==> config.mk <==
export PLATFORM = sky130hd
export DESIGN_NAME = slm3_sqrt
export DESIGN_NICKNAME = d
export VERILOG_FILES = /design/src/design/slm3_pkg.sv /design/src/design/slm3_sqrt.sv
export SDC_FILE = /design/constraint.sdc
export NUM_CORES = 2
export LEC_CHECK = 0
export ABC_AREA = 1
export BUFFER_PORTS_ARGS = -buffer_cell sky130_fd_sc_hd__buf_2
export CAP_MARGIN = 20
export CORE_UTILIZATION = 50
export DETAILED_ROUTE_END_ITERATION = 16
export PLACE_DENSITY = 0.66
export SLEW_MARGIN = 5
export SYNTH_ARGS = -nofsm -noshare
export SYNTH_HDL_FRONTEND = slang
export SYNTH_SLANG_ARGS = --single-unit
export TNS_END_PERCENT = 20
==> constraint.sdc <==
create_clock -name clk -period 4.3 [get_ports clk]
set_clock_uncertainty 0.15 [all_clocks]
set_input_delay 0.215 -clock clk [delete_from_list [all_inputs] [get_ports clk]]
set_output_delay 0.215 -clock clk [all_outputs]
set_load 0.05 [all_outputs]
==> src/design/slm3_pkg.sv <==
// Package for the step-limited 3-D move pipeline.
// Holds widths, stage counts and the payload/pipeline structs; no dependencies.
package slm3_pkg;

  localparam int CoordW   = 16;
  localparam int FracBits = 24;
  localparam int DiffW    = CoordW + 1;
  localparam int SqW      = 2 * DiffW;
  localparam int Dist2W   = SqW + 2;
  localparam int Lim2W    = 2 * CoordW;
  localparam int QW       = 2 * FracBits;
  localparam int RemW     = Dist2W + 1;
  localparam int DivSteps = QW;
  localparam int SqrtSteps = FracBits;
  localparam int SqRemW   = FracBits + 3;
  localparam int MulW     = DiffW + FracBits + 1;
  localparam int AccW     = CoordW + FracBits + 2;

  typedef struct packed {
    logic signed [CoordW-1:0] x;
    logic signed [CoordW-1:0] y;
    logic signed [CoordW-1:0] z;
  } point_t;

  typedef struct packed {
    point_t                  cur;
    point_t                  goal;
    logic [CoordW-1:0]       lim;
  } move_req_t;

  typedef struct packed {
    point_t                  pos;
    logic                    reached;
  } move_rsp_t;

  typedef struct packed {
    logic signed [DiffW-1:0] dx;
    logic signed [DiffW-1:0] dy;
    logic signed [DiffW-1:0] dz;
  } diff_t;

  // Per-stage side data carried along the divide and root pipelines
  typedef struct packed {
    point_t                  cur;
    point_t                  goal;
    diff_t                   d;
    logic                    reached;
  } side_t;

endpackage

==> src/design/slm3_sqrt.sv <==
// Pipelined digit-by-digit integer square root, one result bit per stage.
// floor(sqrt(q)) for a QW-bit q gives a FracBits-bit root. Depends on slm3_pkg.
module slm3_sqrt
  import slm3_pkg::*;
(
  input  logic              clk,
  input  logic              rst,
  input  logic              en,
  input  logic              in_valid,
  input  logic [QW-1:0]     q,
  input  side_t             in_side,
  output logic              out_valid,
  output logic [FracBits-1:0] root,
  output side_t             out_side
);

  logic [SqRemW-1:0]   rem [SqrtSteps+1];
  logic [FracBits-1:0] rt  [SqrtSteps+1];
  logic [QW-1:0]       src [SqrtSteps+1];
  side_t               sd  [SqrtSteps+1];
  logic [SqrtSteps:0]  vld;

  assign rem[0] = '0;
  assign rt[0]  = '0;
  assign src[0] = q;
  assign sd[0]  = in_side;
  assign vld[0] = in_valid;

  for (genvar i = 0; i < SqrtSteps; i++) begin : g_step
    logic [SqRemW-1:0] r2;
    logic [SqRemW-1:0] trial;
    logic              ge;
    // Bring down two bits, try (4*root + 1)
    assign r2    = {rem[i][SqRemW-3:0], src[i][QW-1:QW-2]};
    assign trial = {1'b0, rt[i], 2'b01};
    assign ge    = r2 >= trial;
    always_ff @(posedge clk) begin
      if (rst) begin
        vld[i+1] <= 1'b0;
      end else if (en) begin
        vld[i+1] <= vld[i];
      end
    end
    always_ff @(posedge clk) begin
      if (en) begin
        rem[i+1] <= ge ? r2 - trial : r2;
        rt[i+1]  <= {rt[i][FracBits-2:0], ge};
        src[i+1] <= {src[i][QW-3:0], 2'b00};
        sd[i+1]  <= sd[i];
      end
    end
  end

  assign out_valid = vld[SqrtSteps];
  assign root      = rt[SqrtSteps];
  assign out_side  = sd[SqrtSteps];

endmodule

==> Yosys cells after proc, flatten, opt, wreduce, memory -nomap -nowiden <==
Cells that the tools add are included.
{ "op_classes": {"addsub": 23, "order_cmp": 24, "mux": 23} }
{ "op_table": {"columns": ["cell", "n"], "rows": [
  ["2-to-1 mux 25 bit", 22],
  [">= comparator 27 x 10 -> 1 bit", 1],
  [">= comparator 27 x 11 -> 1 bit", 1],
  [">= comparator 27 x 12 -> 1 bit", 1],
  [">= comparator 27 x 13 -> 1 bit", 1],
  [">= comparator 27 x 14 -> 1 bit", 1],
  [">= comparator 27 x 15 -> 1 bit", 1],
  [">= comparator 27 x 16 -> 1 bit", 1],
  [">= comparator 27 x 17 -> 1 bit", 1],
  [">= comparator 27 x 18 -> 1 bit", 1],
  [">= comparator 27 x 19 -> 1 bit", 1],
  [">= comparator 27 x 20 -> 1 bit", 1],
  [">= comparator 27 x 21 -> 1 bit", 1],
  [">= comparator 27 x 22 -> 1 bit", 1],
  [">= comparator 27 x 23 -> 1 bit", 1],
  [">= comparator 27 x 24 -> 1 bit", 1],
  [">= comparator 27 x 25 -> 1 bit", 1],
  [">= comparator 27 x 3 -> 1 bit", 1],
  [">= comparator 27 x 4 -> 1 bit", 1],
  [">= comparator 27 x 5 -> 1 bit", 1],
  [">= comparator 27 x 6 -> 1 bit", 1],
  [">= comparator 27 x 7 -> 1 bit", 1],
  [">= comparator 27 x 8 -> 1 bit", 1],
  [">= comparator 27 x 9 -> 1 bit", 1],
  ["25 further kinds", 25]
]} }
{ "totals": {"regBits": 4981, "output_inout_bits": 173, "wordCells": 405} }

==> Longest topological paths before layout <==
{ "depth": {"depth_word": 2, "mapped_depth": 16, "depth_no_buf": 15} }

==> Worst setup path after synthesis <==
OpenSTA, ideal clock, no wires.
{ "synth_path": {"path_kind": "reg2reg", "startpoint": "register rem (netlist bit g_step[1].r2[2])", "endpoint": "register rem (netlist bit g_step[2].r2[21]) (data pin)", "setup_time_ns": 0.269, "t_arrival_ns": 1.793, "required_ns": 3.881, "slack_ns": 2.088, "stages_incl_launch_ff": 9, "n_path_buf": 1, "cell_sequence": "edfxtp_1 -> ha_1 -> a21oi_1 -> nand2_1 -> inv_1 -> ha_1 -> and2_0 -> clkbuf_1 -> o21ai_0"} }
{ "synth_via": {"elab_chain_len": 2, "word_cells_on_any_way": 3, "cone_classes": "add/sub: 1; order compare: 1; mux: 1"} }
{ "synth_rtl": {"columns": ["element", "line_no", "rtl"], "rows": [
  ["start: declaration", "slm3_sqrt.sv:17", "logic [SqRemW-1:0] rem [SqrtSteps+1];"],
  ["start signal: indexed assignment", "slm3_sqrt.sv:46", "rem[i+1] <= ge ? r2 - trial : r2;"],
  ["subtractor 25 x 3 -> 25 bit / >= comparator 27 x 3 -> 1 bit (equally long branches)", "slm3_sqrt.sv:46, slm3_sqrt.sv:36", null],
  ["2-to-1 mux 25 bit *", "slm3_sqrt.sv:46", null]
]} }
Mark *: on every way between the ends. The rest lies on a longest branch, timed or not.
A chain may end at the register's enable or synchronous reset.

==> Worst setup path in the final report <==
{ "layout_path": {"startpoint": "register rt (netlist bit g_step[20].trial[2])", "endpoint": "register rem (netlist bit g_step[21].r2[13]) (data pin)"} }
{ "layout_via": {"elab_chain_len": 2, "word_cells_on_any_way": 3, "cone_classes": "add/sub: 1; order compare: 1; mux: 1"} }
{ "layout_rtl": {"columns": ["element", "line_no", "rtl"], "rows": [
  ["start: declaration", "slm3_sqrt.sv:18", "logic [FracBits-1:0] rt [SqrtSteps+1];"],
  ["start signal: indexed assignment", "slm3_sqrt.sv:47", "rt[i+1] <= {rt[i][FracBits-2:0], ge};"],
  ["subtractor 25 x 22 -> 25 bit / >= comparator 27 x 22 -> 1 bit (equally long branches)", "slm3_sqrt.sv:46, slm3_sqrt.sv:36", null],
  ["2-to-1 mux 25 bit *", "slm3_sqrt.sv:46", null]
]} }
Marks and branches as above.

==> results.rst <==
.. list-table::
   :header-rows: 1

   * - Metric
     - Value
   * - Largest cells by area after synthesis
     - edfxtp_1 80%, nand2_1 6.5%, inv_1 3.1%, ha_1 2.2%, nor2_1 1.5%
   * - Maximum buffer depth of the clock tree
     - 4
   * - First-pass detailed-route iteration total
     - 8
   * - CTS buffer count
     - 479
   * - Leading cell types in the layout, fill and taps excluded
     - 4947 x edfxtp_1, 3197 x nand2_1, 1529 x inv_1, 748 x nor2_1, 510 x nand3_1
   * - Mean post-synth cell area
     - ~15 um2
   * - Largest stage delay on the critical path
     - 0.58 ns
   * - Pin count of the biggest net entering global routing
     - 168
   * - Crit. End Element
     - flip-flop
   * - Cell taking the most area after synthesis
     - edfxtp_1
   * - Power per cell area
     - between 500 and 600 mW/mm2
   * - Area added between synthesis and finish
     - 14.73%
   * - Post-route non-filler standard cell count
     - 19.23k
   * - Remaining global-route overflow
     - 0
   * - Clock tree from TritonCTS
     - yes
   * - Arrival time reported for the critical path endpoint
     - 3.82 ns
   * - Required arrival time at the worst endpoint
     - 4.91 ns
   * - Die width
     - 611.4 um
   * - Min-Delay Path Class
     - flip-flop to flip-flop
   * - DP Cell Count
     - 17.94k
   * - Global routing usage summed across all routing layers
     - 17.70%
   * - Vertical die dimension
     - 611.4 um
   * - Final critical delay including setup and external delays
     - 3.210 ns
   * - Critical Path Start
     - g_step[20].trial[2]
   * - Clock slew at the register clock pins of the worst setup and hold paths
     - approximately 0.06 ns
   * - Pleak
     - between 80 and 90 nW
   * - Most common flop cell mapped by yosys
     - edfxtp_1
   * - Worst hold path startpoint
     - sd[3418]
   * - Synth Instances
     - 12.71k
   * - FFs w/ async S/R, synth
     - 0%
   * - Number of flip-flops and latches in the synthesized netlist
     - 4971
   * - Seq/Total Area, Yosys
     - roughly four fifths
   * - Number of flops mapped to enable cells by yosys
     - 4947
   * - Count of cell types in the netlist
     - 50
   * - CP cell instances
     - inv_1, ha_1, o21ai_0, nand2_1, nand2_1, nand3_1, nand2_1, nand3_2, inv_2, nand2_1, nand2_1
   * - Detailed Route Iter0 Violations
     - roughly 6.6k
   * - Number of warnings issued by yosys
     - 0
   * - Vias
     - 92.35k
   * - Wirelength, routed
     - 335.5 mm
   * - Post-DRT Antenna Nets
     - 0
   * - H-tree lvl count
     - 5
   * - Most common cell after layout, fill and taps aside
     - edfxtp_1
   * - Area share of the largest cell type after synthesis
     - 80.00%
   * - Setup tns final
     - 0 ns
   * - Sum of net half-perimeters after detailed placement
     - 226.4 mm
   * - Synthesized net count
     - 13.23k
   * - Slew @ Worst Pin
     - 1.129 ns
   * - I/O pin cnt
     - 373
   * - Finish-stage setup viols
     - 0
   * - Tightest hold margin
     - 0.1884 ns
   * - Vias per cell
     - 4.803
   * - Antenna violations before repair
     - 6
   * - Crit path launch type
     - flip-flop
   * - Max-capacitance violation count
     - 0
   * - Maximum ir drop on the vdd rail
     - 441.6 uV
   * - Die footprint
     - 0.3738 mm2
   * - Number of sinks handled by clock tree synthesis
     - 4971
   * - Count of standard-cell rows
     - 223
   * - Insertion delay of the later-clocked pin in the worst-skew pair
     - 0.96 ns
   * - Post-synthesis instance area
     - 0.1857 mm2
   * - Run status
     - complete, no violations
   * - Area after DPL
     - 0.1937 mm2
   * - Placeable core area
     - around 0.37 mm2
   * - Fraction of layout cells with a size suffix above 1
     - between 9 and 10%
   * - Dominant cell type by count on the critical path
     - nand2_1
   * - Post-route cell area
     - 0.2130 mm2
   * - Hold Fails Final Rpt
     - 0
   * - Port Buffer Count
     - 372
   * - Startpoint of the worst-slack reg-to-reg timing path
     - g_step[20].trial[2]
   * - Final weighted congestion in routability-driven placement
     - 0.8820
   * - Filler instances
     - between 20k and 30k
   * - Root buf cell
     - clkbuf_16
   * - Initial core utilization
     - 50.27%
   * - Slew Limit Fails
     - 0
   * - Maximum fanout count along the critical path
     - 24
   * - Residual DRC count
     - 0
   * - Final routed wire length divided by cell count
     - 17.45 um
   * - Via count of the first global-routing pass
     - 90.97k
   * - Kind of critical path
     - flip-flop to flip-flop
   * - Highest achievable clock rate
     - 311.5 MHz
   * - Layout Nets
     - about 14k
   * - Max stage delay cell, worst path
     - inv_2
   * - Global-route wire length before repair
     - 515.2 mm
   * - Max transition margin
     - 24.76%
   * - Unrepaired setup endpoints after global routing
     - false
   * - Period Utilization, post-route
     - 74.65%
==> worst max-delay path: cells and delay by family, from the launching register on <==
kind | cells | cell delay [ns]
AOI/OAI and AO/OA | 1 | 0.11
DFF | 1 | 0.50
adders and majority gates | 1 | 0.38
buffers and inverters | 2 | 0.67
and+or+nand+nor | 7 | 1.22
==> timing repair <==
action / 4_1_cts / 5_1_grt
gates resized for setup: 0 / 0
hold buffers: 400 / 0
endpoints found under the hold margin: 1034 / 0
setup buffers: 0 / 0
==> report_power, final <==
part / internal [mW] / leakage (nW) / switching (mW)
clock: 23.0 / 7.44 / 17.5
sequential: 57.3 / 48.3 / 1.56
combinational: 3.05 / 26.8 / 6.58
==> path summary, 6_finish.rpt <==
check                                          to  cells past startpoint  slack [ns]
worst max-delay path            g_step[21].r2[13]                     11        1.09
worst min register to register           sd[3270]                      0        0.19
worst max register to register  g_step[21].r2[13]                     11        1.09
worst min-delay path                     sd[3270]                      0        0.19
==> Yosys cell counts (4+ instances only) <==
cell,n
xor2_1,155
nor3b_1,4
inv_1,1529
xnor2_1,40
buf_4,170
a21oi_2,50
nand3_2,16
o211ai_1,5
o21bai_1,14
nor2_4,11
buf_6,30
ha_1,325
buf_2,18
nor2_2,38
nor4_1,7
and2_1,11
nand2_1,3197
o21ai_1,50
dfxtp_1,24
and3_1,4
or2_2,24
inv_2,50
nand2_2,35
edfxtp_1,4947
a21oi_1,289
nor3_1,61
nand3b_1,82
nand3_1,510
o21ai_0,75
nor2_1,748
clkbuf_1,8
nand4_1,148
==> metrics by stage <==
stage	utilization [%]	power, mW	worst slack, ns
floorplan	-	65.18	2.088
CTS	57.67	110.4	1.055
finish	57.67	109.0	1.090
global route	57.67	113.6	0.9106
global placement	52.42	69.22	1.071
detailed placement	52.42	69.31	1.071
==> state kept, by name, indices dropped and copies added (netlist names) <==
name          count
out_valid         1
vld              23
out_side        148
g_step.r2       589
root             24
sd             3404
g_step.trial    276
src             506
==> cell type report <==
class / count / area (um2) / area share (%)
sequential: 4971 / 149000 / 69.95
antenna: 3 / 7.507 / 0.003524
inverter: 1580 / 5931 / 2.784
clock buffer: 589 / 12450 / 5.844
tap: 4950 / 6193 / 2.907
clock inverter: 293 / 2930 / 1.375
timing repair buffer: 914 / 7522 / 3.531
multi-input combinational: 5927 / 28980 / 13.60
==> layer usage <==
metal	vias to the layer above	wire, um	global-route usage (%)
met4	0	7933	4.575
li1	46200	-	-
met5	-	0	0
met3	537	12770	2.317
met1	44020	151900	24.25
met2	1586	162900	30.04
==> cells by family after synthesis <==
logic type	share of synthesized area (%)
flops	80.26
simple gates	11.00
buf+inv	4.138
compound gates	1.494
fa+ha+maj	2.190
xor+xnor	0.9197
other cells	0.002019
(Power assumes the default switching activity.)
